$ cat src/rtl/mtep_pkg.sv
// Shared types, constants and helper functions for the MIDI track event parser.
`default_nettype none

package mtep_pkg;

  // Sizes of the variable-length quantity and of the track clock
  localparam int unsigned MAX_LENGTH_BYTES = 4;
  localparam int unsigned CLOCK_W          = 32;
  localparam int unsigned VLQ_W            = 28;
  localparam int unsigned VLQ_CNT_W        = $clog2(MAX_LENGTH_BYTES + 1);
  localparam int unsigned TEMPO_W          = 24;
  localparam int unsigned EVENT_TIME_W     = 32;

  // Byte codes
  localparam logic [7:0] META_STATUS   = 8'hff;
  localparam logic [7:0] META_END      = 8'h2f;
  localparam logic [7:0] META_TEMPO    = 8'h51;
  localparam logic [3:0] NIB_SYSTEM    = 4'hf;
  localparam logic [3:0] NIB_NOTE_OFF  = 4'h8;
  localparam logic [3:0] NIB_NOTE_ON   = 4'h9;
  localparam logic [3:0] NIB_POLY_AT   = 4'ha;
  localparam logic [3:0] NIB_CTRL      = 4'hb;
  localparam logic [3:0] NIB_PROGRAM   = 4'hc;
  localparam logic [3:0] NIB_CHAN_AT   = 4'hd;

  // Result kinds
  localparam logic [3:0] KIND_NOTE_OFF = 4'd0;
  localparam logic [3:0] KIND_NOTE_ON  = 4'd1;
  localparam logic [3:0] KIND_POLY_AT  = 4'd2;
  localparam logic [3:0] KIND_CTRL     = 4'd3;
  localparam logic [3:0] KIND_PROGRAM  = 4'd4;
  localparam logic [3:0] KIND_CHAN_AT  = 4'd5;
  localparam logic [3:0] KIND_PITCH    = 4'd6;
  localparam logic [3:0] KIND_TEMPO    = 4'd7;
  localparam logic [3:0] KIND_END      = 4'd8;
  localparam logic [3:0] KIND_ERROR    = 4'd9;

  // Parser phases
  typedef enum logic [7:0] {
    PH_DELTA     = 8'b0000_0001,
    PH_STATUS    = 8'b0000_0010,
    PH_DATA1     = 8'b0000_0100,
    PH_DATA2     = 8'b0000_1000,
    PH_META_TYPE = 8'b0001_0000,
    PH_LEN       = 8'b0010_0000,
    PH_TEMPO     = 8'b0100_0000,
    PH_SKIP      = 8'b1000_0000
  } phase_t;

  // Input transaction
  typedef struct packed {
    logic [7:0] data_byte;
    logic       start_of_track;
  } byte_item_t;

  // Output transaction
  typedef struct packed {
    logic [3:0]              kind;
    logic [3:0]              channel;
    logic [7:0]              data0;
    logic [7:0]              data1;
    logic [TEMPO_W-1:0]      tempo_usec;
    logic [VLQ_W-1:0]        delta_ticks;
    logic [EVENT_TIME_W-1:0] event_time;
  } event_item_t;

  // Parser status towards the top level
  typedef struct packed {
    logic push;
    logic finished;
  } core_status_t;

  // Channel messages with a single data byte
  function automatic logic one_data(input logic [7:0] status);
    one_data = (status[7:4] == NIB_PROGRAM) || (status[7:4] == NIB_CHAN_AT);
  endfunction

  // Map a status and second data byte to a result kind
  function automatic logic [3:0] kind_of(input logic [7:0] status, input logic [7:0] d1);
    logic [3:0] k;
    unique case (status[7:4])
      NIB_NOTE_OFF: k = KIND_NOTE_OFF;
      NIB_NOTE_ON:  k = (d1 == 8'd0) ? KIND_NOTE_OFF : KIND_NOTE_ON;
      NIB_POLY_AT:  k = KIND_POLY_AT;
      NIB_CTRL:     k = KIND_CTRL;
      NIB_PROGRAM:  k = KIND_PROGRAM;
      NIB_CHAN_AT:  k = KIND_CHAN_AT;
      default:      k = KIND_PITCH;
    endcase
    kind_of = k;
  endfunction

endpackage

`default_nettype wire

$ cat src/rtl/mtep_core.sv
// Parser state registers and the per-byte next-state and result logic.
`default_nettype none

module mtep_core (
  input  wire                  clk,
  input  wire                  rst,
  input  wire                  fire,
  input  mtep_pkg::byte_item_t item,
  output mtep_pkg::event_item_t result,
  output mtep_pkg::core_status_t status
);
  import mtep_pkg::*;

  // State registers
  phase_t                phase;
  logic [7:0]            running_status;
  logic [7:0]            current_status;
  logic [VLQ_W-1:0]      length_accum;
  logic [VLQ_CNT_W-1:0]  length_bytes_seen;
  logic [7:0]            first_data_hold;
  logic [7:0]            meta_kind;
  logic [VLQ_W-1:0]      skip_remaining;
  logic [TEMPO_W-1:0]    tempo_accum;
  logic [1:0]            tempo_bytes_seen;
  logic [CLOCK_W-1:0]    track_clock;
  logic                  track_finished;
  logic [VLQ_W-1:0]      delta_hold;

  // Next values
  phase_t                phase_next;
  logic [7:0]            running_status_next;
  logic [7:0]            current_status_next;
  logic [VLQ_W-1:0]      length_accum_next;
  logic [VLQ_CNT_W-1:0]  length_bytes_seen_next;
  logic [7:0]            first_data_hold_next;
  logic [7:0]            meta_kind_next;
  logic [VLQ_W-1:0]      skip_remaining_next;
  logic [TEMPO_W-1:0]    tempo_accum_next;
  logic [1:0]            tempo_bytes_seen_next;
  logic [CLOCK_W-1:0]    track_clock_next;
  logic                  track_finished_next;
  logic [VLQ_W-1:0]      delta_hold_next;

  logic                  push;
  logic [3:0]            r_kind;
  logic [3:0]            r_channel;
  logic [7:0]            r_data0;
  logic [7:0]            r_data1;
  logic [TEMPO_W-1:0]    r_tempo;

  // Work out the effect of one byte
  always_comb begin
    logic [7:0]           b;
    logic [VLQ_W-1:0]     vlq_base;
    logic [VLQ_W-1:0]     vlq_val;
    logic [VLQ_CNT_W-1:0] vlq_cnt;
    logic                 vlq_done;
    logic [TEMPO_W-1:0]   tempo_val;
    logic [1:0]           tempo_cnt;
    logic [VLQ_W-1:0]     skip_val;
    logic [7:0]           chan_status;

    b = item.data_byte;

    // Start from reset values when a new track begins
    if (item.start_of_track) begin
      phase_next             = PH_DELTA;
      running_status_next    = '0;
      current_status_next    = '0;
      length_accum_next      = '0;
      length_bytes_seen_next = '0;
      first_data_hold_next   = '0;
      meta_kind_next         = '0;
      skip_remaining_next    = '0;
      tempo_accum_next       = '0;
      tempo_bytes_seen_next  = '0;
      track_clock_next       = '0;
      track_finished_next    = 1'b0;
      delta_hold_next        = '0;
    end else begin
      phase_next             = phase;
      running_status_next    = running_status;
      current_status_next    = current_status;
      length_accum_next      = length_accum;
      length_bytes_seen_next = length_bytes_seen;
      first_data_hold_next   = first_data_hold;
      meta_kind_next         = meta_kind;
      skip_remaining_next    = skip_remaining;
      tempo_accum_next       = tempo_accum;
      tempo_bytes_seen_next  = tempo_bytes_seen;
      track_clock_next       = track_clock;
      track_finished_next    = track_finished;
      delta_hold_next        = delta_hold;
    end

    push      = 1'b0;
    r_kind    = KIND_NOTE_OFF;
    r_channel = '0;
    r_data0   = '0;
    r_data1   = '0;
    r_tempo   = '0;

    // Variable-length accumulation, shared by delta time and length
    vlq_base = (phase_next == PH_DELTA && length_bytes_seen_next == '0) ? '0
             : length_accum_next;
    vlq_val  = {vlq_base[VLQ_W-8:0], b[6:0]};
    vlq_cnt  = length_bytes_seen_next + VLQ_CNT_W'(1);
    vlq_done = !b[7] || (vlq_cnt >= VLQ_CNT_W'(MAX_LENGTH_BYTES));

    tempo_val = {tempo_accum_next[TEMPO_W-9:0], b};
    tempo_cnt = tempo_bytes_seen_next + 2'd1;

    skip_val = (skip_remaining_next != '0) ? skip_remaining_next - VLQ_W'(1) : '0;

    chan_status = current_status_next;

    if (!track_finished_next) begin
      unique case (phase_next)
        PH_DELTA: begin
          if (vlq_done) begin
            delta_hold_next        = vlq_val;
            track_clock_next       = track_clock_next + CLOCK_W'(vlq_val);
            length_accum_next      = '0;
            length_bytes_seen_next = '0;
            phase_next             = PH_STATUS;
          end else begin
            length_accum_next      = vlq_val;
            length_bytes_seen_next = vlq_cnt;
          end
        end
        PH_STATUS: begin
          if (b[7]) begin
            if (b == META_STATUS) begin
              phase_next = PH_META_TYPE;
            end else if (b[7:4] == NIB_SYSTEM) begin
              meta_kind_next         = '0;
              length_accum_next      = '0;
              length_bytes_seen_next = '0;
              phase_next             = PH_LEN;
            end else begin
              running_status_next = b;
              current_status_next = b;
              phase_next          = PH_DATA1;
            end
          end else if (running_status_next == '0) begin
            // Data byte with no running status: report and drop
            push       = 1'b1;
            r_kind     = KIND_ERROR;
            r_data0    = b;
            phase_next = PH_DELTA;
          end else begin
            // Running status: this byte is the first data byte
            chan_status         = running_status_next;
            current_status_next = running_status_next;
            if (one_data(chan_status)) begin
              push       = 1'b1;
              r_kind     = kind_of(chan_status, 8'd0);
              r_channel  = chan_status[3:0];
              r_data0    = b;
              phase_next = PH_DELTA;
            end else begin
              first_data_hold_next = b;
              phase_next           = PH_DATA2;
            end
          end
        end
        PH_DATA1: begin
          if (one_data(chan_status)) begin
            push       = 1'b1;
            r_kind     = kind_of(chan_status, 8'd0);
            r_channel  = chan_status[3:0];
            r_data0    = b;
            phase_next = PH_DELTA;
          end else begin
            first_data_hold_next = b;
            phase_next           = PH_DATA2;
          end
        end
        PH_DATA2: begin
          push       = 1'b1;
          r_kind     = kind_of(chan_status, b);
          r_channel  = chan_status[3:0];
          r_data0    = first_data_hold_next;
          r_data1    = b;
          phase_next = PH_DELTA;
        end
        PH_META_TYPE: begin
          meta_kind_next = b;
          if (b == META_END) begin
            track_finished_next = 1'b1;
            push                = 1'b1;
            r_kind              = KIND_END;
            phase_next          = PH_DELTA;
          end else begin
            length_accum_next      = '0;
            length_bytes_seen_next = '0;
            phase_next             = PH_LEN;
          end
        end
        PH_LEN: begin
          if (vlq_done) begin
            priority if (meta_kind_next == META_TEMPO && vlq_cnt == VLQ_CNT_W'(1)
                         && vlq_val == VLQ_W'(3)) begin
              tempo_accum_next      = '0;
              tempo_bytes_seen_next = '0;
              phase_next            = PH_TEMPO;
            end else if (vlq_val == '0) begin
              phase_next = PH_DELTA;
            end else begin
              skip_remaining_next = vlq_val;
              phase_next          = PH_SKIP;
            end
            length_accum_next      = '0;
            length_bytes_seen_next = '0;
          end else begin
            length_accum_next      = vlq_val;
            length_bytes_seen_next = vlq_cnt;
          end
        end
        PH_TEMPO: begin
          tempo_accum_next = tempo_val;
          if (tempo_cnt == 2'd3) begin
            tempo_bytes_seen_next = '0;
            push                  = 1'b1;
            r_kind                = KIND_TEMPO;
            r_tempo               = tempo_val;
            phase_next            = PH_DELTA;
          end else begin
            tempo_bytes_seen_next = tempo_cnt;
          end
        end
        PH_SKIP: begin
          skip_remaining_next = skip_val;
          if (skip_val == '0) begin
            phase_next = PH_DELTA;
          end
        end
        default: begin
          phase_next = PH_DELTA;
        end
      endcase
    end
  end

  // Advance the parser on each byte taken
  always_ff @(posedge clk) begin
    if (rst) begin
      phase             <= PH_DELTA;
      running_status    <= '0;
      current_status    <= '0;
      length_accum      <= '0;
      length_bytes_seen <= '0;
      first_data_hold   <= '0;
      meta_kind         <= '0;
      skip_remaining    <= '0;
      tempo_accum       <= '0;
      tempo_bytes_seen  <= '0;
      track_clock       <= '0;
      track_finished    <= 1'b0;
      delta_hold        <= '0;
    end else if (fire) begin
      phase             <= phase_next;
      running_status    <= running_status_next;
      current_status    <= current_status_next;
      length_accum      <= length_accum_next;
      length_bytes_seen <= length_bytes_seen_next;
      first_data_hold   <= first_data_hold_next;
      meta_kind         <= meta_kind_next;
      skip_remaining    <= skip_remaining_next;
      tempo_accum       <= tempo_accum_next;
      tempo_bytes_seen  <= tempo_bytes_seen_next;
      track_clock       <= track_clock_next;
      track_finished    <= track_finished_next;
      delta_hold        <= delta_hold_next;
    end
  end

  // Assemble the result transaction
  always_comb begin
    result.kind        = r_kind;
    result.channel     = r_channel;
    result.data0       = r_data0;
    result.data1       = r_data1;
    result.tempo_usec  = r_tempo;
    result.delta_ticks = delta_hold_next;
    result.event_time  = track_clock_next[EVENT_TIME_W-1:0];
    status.push        = fire && push;
    status.finished    = track_finished;
  end

endmodule

`default_nettype wire

$ cat src/rtl/mtep_out_queue.sv
// Output register with a skid stage for result transactions.
`default_nettype none

module mtep_out_queue (
  input  wire                   clk,
  input  wire                   rst,
  input  wire                   push,
  input  mtep_pkg::event_item_t push_data,
  output logic                  full,
  output logic                  valid,
  input  wire                   stall,
  output mtep_pkg::event_item_t data
);
  import mtep_pkg::*;

  event_item_t out_reg;
  event_item_t skid_reg;
  logic        out_valid;
  logic        skid_valid;
  logic        pop;

  assign pop   = out_valid && !stall;
  assign valid = out_valid;
  assign data  = out_reg;
  assign full  = skid_valid;

  // Control: hold the front entry while stalled, spill into the skid stage
  always_ff @(posedge clk) begin
    if (rst) begin
      out_valid  <= 1'b0;
      skid_valid <= 1'b0;
    end else if (out_valid && !pop) begin
      if (push) begin
        skid_valid <= 1'b1;
      end
    end else if (skid_valid) begin
      out_valid  <= 1'b1;
      skid_valid <= push;
    end else begin
      out_valid <= push;
    end
  end

  // Payload
  always_ff @(posedge clk) begin
    if (out_valid && !pop) begin
      if (push) begin
        skid_reg <= push_data;
      end
    end else if (skid_valid) begin
      out_reg <= skid_reg;
      if (push) begin
        skid_reg <= push_data;
      end
    end else if (push) begin
      out_reg <= push_data;
    end
  end

endmodule

`default_nettype wire

$ cat src/rtl/midi_track_event_parser_unit.sv
// Top level of the MIDI track event parser: input register, parser and output queue.
//
//   channel   direction  handshake                     payload
//   byte      in         byte_valid / byte_stall       byte_data  (byte_item_t)
//   event     out        event_valid / event_stall     event_data (event_item_t)
//
// One byte is taken per cycle when nothing backs up; the input register holds the
// taken byte, and the result of the single parser pass over it is loaded into the
// output register, from which the result is taken.
// Reset (rst, synchronous) clears the parser state and empties both stages.
// A stalled result is held; one more result spills into the skid stage, after
// which the input register holds its byte and byte_stall rises.
`default_nettype none

module midi_track_event_parser_unit (
  input  wire                   clk,
  input  wire                   rst,
  input  wire                   byte_valid,
  output logic                  byte_stall,
  input  mtep_pkg::byte_item_t  byte_data,
  output logic                  event_valid,
  input  wire                   event_stall,
  output mtep_pkg::event_item_t event_data
);
  import mtep_pkg::*;

  byte_item_t   in_q;
  logic         in_q_valid;
  logic         fire;
  logic         queue_full;
  logic         accept;
  event_item_t  core_result;
  core_status_t core_status;

  assign byte_stall = in_q_valid && queue_full;
  assign accept     = byte_valid && !byte_stall;
  assign fire       = in_q_valid && !queue_full;

  // Input register
  always_ff @(posedge clk) begin
    if (rst) begin
      in_q_valid <= 1'b0;
    end else if (accept) begin
      in_q_valid <= 1'b1;
    end else if (fire) begin
      in_q_valid <= 1'b0;
    end
  end

  always_ff @(posedge clk) begin
    if (accept) begin
      in_q <= byte_data;
    end
  end

  mtep_core u_core (
    .clk    (clk),
    .rst    (rst),
    .fire   (fire),
    .item   (in_q),
    .result (core_result),
    .status (core_status)
  );

  mtep_out_queue u_out_queue (
    .clk       (clk),
    .rst       (rst),
    .push      (core_status.push),
    .push_data (core_result),
    .full      (queue_full),
    .valid     (event_valid),
    .stall     (event_stall),
    .data      (event_data)
  );

  // A filled skid stage always sits behind a valid front entry
  assert property (@(posedge clk) disable iff (rst) queue_full |-> event_valid)
    else $error("skid stage full while output register empty");

  // A finished track gives no result until a new track starts
  assert property (@(posedge clk) disable iff (rst)
                   (fire && core_status.finished && !in_q.start_of_track)
                   |-> !core_status.push)
    else $error("result produced after end of track");

  // Results only come from a byte taken by the parser
  assert property (@(posedge clk) disable iff (rst) core_status.push |-> fire)
    else $error("result pushed without a byte");

  // Presented result kinds stay within the defined codes
  assert property (@(posedge clk) disable iff (rst)
                   event_valid |-> (event_data.kind <= KIND_ERROR))
    else $error("undefined result kind");

endmodule

`default_nettype wire
$ cat config.mk
export PLATFORM = sky130hd
export DESIGN_NAME = midi_track_event_parser_unit
export DESIGN_NICKNAME = d
export VERILOG_FILES = /design/src/rtl/mtep_pkg.sv /design/src/rtl/mtep_core.sv /design/src/rtl/mtep_out_queue.sv /design/src/rtl/midi_track_event_parser_unit.sv
export SDC_FILE = /design/constraint.sdc
export NUM_CORES = 1
export LEC_CHECK = 0
export BUFFER_PORTS_ARGS = -buffer_cell sky130_fd_sc_hd__buf_2
export CAP_MARGIN = 20
export CORE_MARGIN = 4
export CORE_UTILIZATION = 23
export CTS_BUF_LIST = sky130_fd_sc_hd__clkbuf_16
export DETAILED_ROUTE_END_ITERATION = 10
export GPL_TIMING_DRIVEN = 1
export RECOVER_POWER = 25
export SLEW_MARGIN = 20
export SYNTH_ARGS = -nofsm -noshare
export SYNTH_HDL_FRONTEND = slang
export SYNTH_HIERARCHICAL = 1
export SYNTH_SLANG_ARGS = --single-unit
export TNS_END_PERCENT = 50
$ cat constraint.sdc
create_clock -name clk -period 8.3 [get_ports clk]
set_input_delay 0.83 -clock clk [delete_from_list [all_inputs] [get_ports clk]]
set_output_delay 0.83 -clock clk [all_outputs]
set_load 0.02 [all_outputs]
# Yosys cells after proc, flatten, opt, wreduce, memory -nomap -nowiden

Cells that the tools add are included.

Register bits: 414
RAM bits: 0
Word-level logic and storage cells: 232
Memories: 0
Output and inout port bits: 110
ROM bits: 0
Input bits: 13
Latch bits: 0

$lt $le $gt $ge: 1
Shift operators: 0
Bitwise operators: 1
Multiply operators: 0
Divide/modulo/power cells: 0
Mux-type cells: 136
$add $sub $neg: 4
Equality and inequality tests: 28
Reduce and logical (&&, ||, !) cells: 30

Operators by type and width:

| kind                                                                  | number |
|---|---|
| 108-bit two-way mux                                                   | 5 |
| 28-bit two-way mux                                                    | 17 |
| 8-bit two-way mux                                                     | 41 |
| 24-bit two-way mux                                                    | 7 |
| 32-bit two-way mux                                                    | 4 |
| 28-bit one-hot mux with 3 select lines                                | 1 |
| 28-bit logical NOT                                                    | 2 |
| 28-bit one-hot mux with 2 select lines                                | 1 |
| 8-bit one-hot mux with 7 select lines                                 | 1 |
| 4-bit == test (second input constant)                                 | 13 |
| 4-bit two-way mux                                                     | 13 |
| 24-bit one-hot mux with 2 select lines                                | 1 |
| 32-bit by 28-bit adder with 32-bit output                             | 1 |
| 8-bit one-hot mux with 2 select lines                                 | 2 |
| 3-bit one-hot mux with 5 select lines                                 | 2 |
| 28-bit by 2-bit == test with 1-bit output (second input constant)     | 1 |
| 28-bit nonzero test                                                   | 1 |
| 28-bit by 1-bit subtractor with 28-bit output (second input constant) | 1 |
| 3-bit two-way mux                                                     | 8 |
| 4-bit one-hot mux with 6 select lines                                 | 1 |
| 8-bit one-hot mux with 3 select lines                                 | 1 |
| 21-bit two-way mux                                                    | 1 |
| 4-bit one-hot mux with 5 select lines                                 | 1 |
| 1-bit two-way mux                                                     | 17 |
| 30 further kinds                                                      | 57 |

# Depth between registers and ports, before layout

Depth after elaboration: 12
Mapped depth: 21
Gate-level depth less buffers: 17

# By module

The synthesis kept the hierarchy.

By module, submodules not included:

| module                       | area an instance (um2) | times used | sequential area each (um2) | cells each |
|---|---|---|---|---|
| mtep_core                    | 11,407.2               | 1          | 3,423.3                    | 1,554 |
| mtep_out_queue               | 7,916.3                | 1          | 6,526.3                    | 348 |
| midi_track_event_parser_unit | 325.3                  | 1          | 290.3                      | 15 |

# Least setup slack after synthesis

No wires, ideal clock.

Path type: reg-to-reg
Start point: register in_q[0] (netlist bit)
End point: register u_out_queue.out_reg (netlist bit u_out_queue/data[0]), enable pin
Stages on the path, launching flop included: 11
Library setup time: 0.611 ns
Arrival: 7.469 ns
Clock period less this slack: 8.080 ns
Required time: 7.689 ns
Setup slack: 0.220 ns
Path buffers: 3
Path through: edfxtp_1 clkbuf_1 or2_2 nor2_1 and4b_1 clkbuf_1 clkbuf_1 nor2_1 nor3_1 nor2_1 a21oi_1

RTL lines:

| what                   | line                               | source |
|---|---|---|
| from (decl)            | midi_track_event_parser_unit.sv:27 | `byte_item_t in_q;` |
| from (signal assigned) | midi_track_event_parser_unit.sv:52 | `in_q <= byte_data;` |
| to (signal assigned)   | mtep_out_queue.sv:51               | `out_reg <= skid_reg;` |
| to (signal assigned)   | mtep_out_queue.sv:56               | `out_reg <= push_data;` |
| to (decl)              | mtep_out_queue.sv:16               | `event_item_t out_reg;` |

==> results.sh <==
export IMPL_status="complete, but fails checks"
export IMPL_violations="max-capacitance violations, max-slew violations"
export IMPL_start_kind="register"
export IMPL_cap_violations=6
export IMPL_rsz0062_at_grt="false"
export IMPL_numCtsBuffers=43
export IMPL_crit_path_max_incr_delay_ns=1.55
export IMPL_slew_headroom=-1.72
export IMPL_crit_slowest_cell="clkbuf_1"
export IMPL_crit_chain="clkbuf_1 -> buf_4 -> a41oi_2 -> and2_1 -> ha_1 -> a21oi_1 -> o21ai_1 -> o21bai_1 -> and3_1 -> a41oi_2 -> o41a_4 -> or3_1 -> a21oi_1 -> mux2_2"
export IMPL_avgSynthCellArea_um2=10.3
export IMPL_irDropWorstVdd_mv=0.129
export IMPL_die_h_um=300
export IMPL_drtAntennaViolNets=0
export IMPL_grt_pass1_wl_um=92600
export IMPL_post_cts_setup_buffer_count=0
export IMPL_num_vias=15500
export IMPL_critPathKind="register to register"
export IMPL_track_usage=0.130
export IMPL_p_switching_mw=1.08
export IMPL_vias_per_cell=4.91
export IMPL_layout_min_cycle_time_ns=6.41
export IMPL_place_ws_ns=3.21
export IMPL_syn_to_final_growth_pct=15.1
export IMPL_root_buffer="clkbuf_16"
export IMPL_io_pins=123
export IMPL_postCtsHoldBufs=0
export IMPL_total_power_mw=4.36
export IMPL_post_route_period_util=0.773
export IMPL_switching_share=0.249
export IMPL_crit_family="buffers and inverters"
export IMPL_h_tree_depth=2
export IMPL_fp_row_count=106
export IMPL_p_int_mw=3.28
export IMPL_place_congestion=0.902
export IMPL_synth_area_mm2=0.0196
export IMPL_pwr_density_cell_mw_per_mm2=193
export IMPL_yosysWarnings=6
export IMPL_maxSlewViolCount=187
export IMPL_utilization=0.269
export IMPL_clkPwrFrac=0.436
export IMPL_antenna_found_initial=2
export IMPL_drc=0
export IMPL_worstSetupEndpointType="register"
export IMPL_cts_resized=0
export IMPL_drt_pre_antenna_iters=6
export IMPL_clock_latency_ns=0.59
export IMPL_p_comb_frac=0.079
export IMPL_place_detailed_hpwl_um=40500
export IMPL_leakagePower_nw=8.24
export IMPL_critPathMaxFanout=61
export IMPL_synth_nets=1962
export IMPL_worst_path_buf_inv=2
export IMPL_fin_skew_ns=0.0286
export IMPL_fin_nets=2039
export IMPL_cts_tree="yes"
export IMPL_required_ns=8.75
export IMPL_hold_viol=0
export IMPL_routed_wl_um=60700
export IMPL_worst_pin_slew_ns=4.08
export IMPL_fin_ws_ns=1.89
export IMPL_wire_per_inst_um=19.2
export IMPL_drt_iter0_drc=1441
export IMPL_power_frac_seq=0.485
export IMPL_core_area_mm2=0.0841
export IMPL_die_area_mm2=0.0901
export IMPL_drive_gt1_frac=0.125
export IMPL_fp_dieW_um=300
export IMPL_clkTransAtPathRegs_ns=0.06
export IMPL_initial_utilization=0.234
export IMPL_io_buffer_count=122
export IMPL_hold_path_class="input port to register"
export IMPL_fmax_mhz=156
export IMPL_grt_max_degree=67
export IMPL_finalSetupViolCount=0
export IMPL_cts_max_path_buffers=3
export IMPL_cts_sink_count=399
export IMPL_synth_cells=1916
export IMPL_cp_arrival_ns=6.86
export IMPL_grt_overflow_total=0
export IMPL_tns_ns=0
export IMPL_grt_pass1_vias=14600
## path summary, 6_finish.rpt
path                                    startpoint                                     to  slack [ns]  depth (start not counted)
max                              in_q[0]$_DFFE_PP_         u_out_queue/data[31]$_DFFE_PP_        1.89                         14
min                                   byte_data[4]                      in_q[4]$_DFFE_PP_        0.44                          1
max reg2reg                      in_q[0]$_DFFE_PP_         u_out_queue/data[31]$_DFFE_PP_        1.89                         14
min reg2reg  u_core/current_status[3]$_SDFFE_PP0P_  u_core/current_status[3]$_SDFFE_PP0P_        0.46                          2
## metal layers
metal | up-vias | share of wire | global-route usage
met2 | 527 | 0.47 | 0.215
met3 | 99 | 0.071 | 0.0239
li1 | 7247 | - | -
met5 | - | 0 | 0
met4 | 0 | 0.027 | 0.0395
met1 | 7649 | 0.43 | 0.174
## area by class of cell
cell class | count | area, um^2
tap | 1134 | 1420
timing repair buffer | 152 | 676
inverter | 31 | 116
fill | 9059 | 61500
antenna | 2 | 5.00
sequential | 399 | 10200
multi-input combinational | 1366 | 8780
clock buffer | 43 | 1080
clock inverter | 36 | 300
## power by group through the flow
| stage | combinational, mW | clock [mW] | sequential (mW) |
|---|---|---|---|
| 6_report | 0.343 | 1.90 | 2.12 |
| 5_1_grt | 0.373 | 2.04 | 2.12 |
| 4_1_cts | 0.342 | 1.96 | 2.12 |
| 3_5_place_dp | 0.339 | 0 | 2.16 |
| 3_3_place_gp | 0.340 | 0 | 2.16 |
| 2_1_floorplan | 0.233 | 0 | 2.15 |
## stage by stage
stage | hold WS [ns] | cells | cell area, um^2
after floorplan | 0.432 | 1916 | 19600
after global placement | 0.446 | 3082 | 21400
after detailed placement | 0.449 | 3082 | 21400
after CTS | 0.416 | 3161 | 22800
after global routing | 0.428 | 3162 | 22600
final | 0.441 | 3163 | 22600
## worst reg2reg max path: cells and delay by family (launching register included)
kind	cells	cell delay, ns
multiplexers	1	0.17
AO/OA/AOI/OAI	7	1.90
flip-flops	1	0.34
buffers and inverters	2	2.33
adder cells (fa/ha/maj)	1	0.45
AND/OR/NAND/NOR	3	1.09
## layout by cell type, fill, tap and decap left out, types with 11 or more instances in the layout
| cell | n |
|---|---|
| a21o_1 | 30 |
| a21oi_1 | 115 |
| a22oi_1 | 76 |
| a31oi_1 | 14 |
| and2_0 | 22 |
| and2_1 | 20 |
| and3_1 | 43 |
| buf_4 | 26 |
| clkbuf_1 | 120 |
| clkbuf_16 | 43 |
| dfxtp_1 | 174 |
| edfxtp_1 | 225 |
| ha_1 | 32 |
| inv_1 | 41 |
| mux2_2 | 118 |
| nand2_1 | 175 |
| nand3_1 | 32 |
| nand4_1 | 14 |
| nor2_1 | 196 |
| nor2b_1 | 48 |
| nor3_1 | 33 |
| nor4_1 | 18 |
| o211a_1 | 19 |
| o211ai_1 | 15 |
| o21ai_0 | 106 |
| or2_2 | 18 |
| or3_1 | 13 |
| xnor2_1 | 21 |
| xor2_1 | 11 |
No activity file was read; power rests on OpenSTA's default activity.
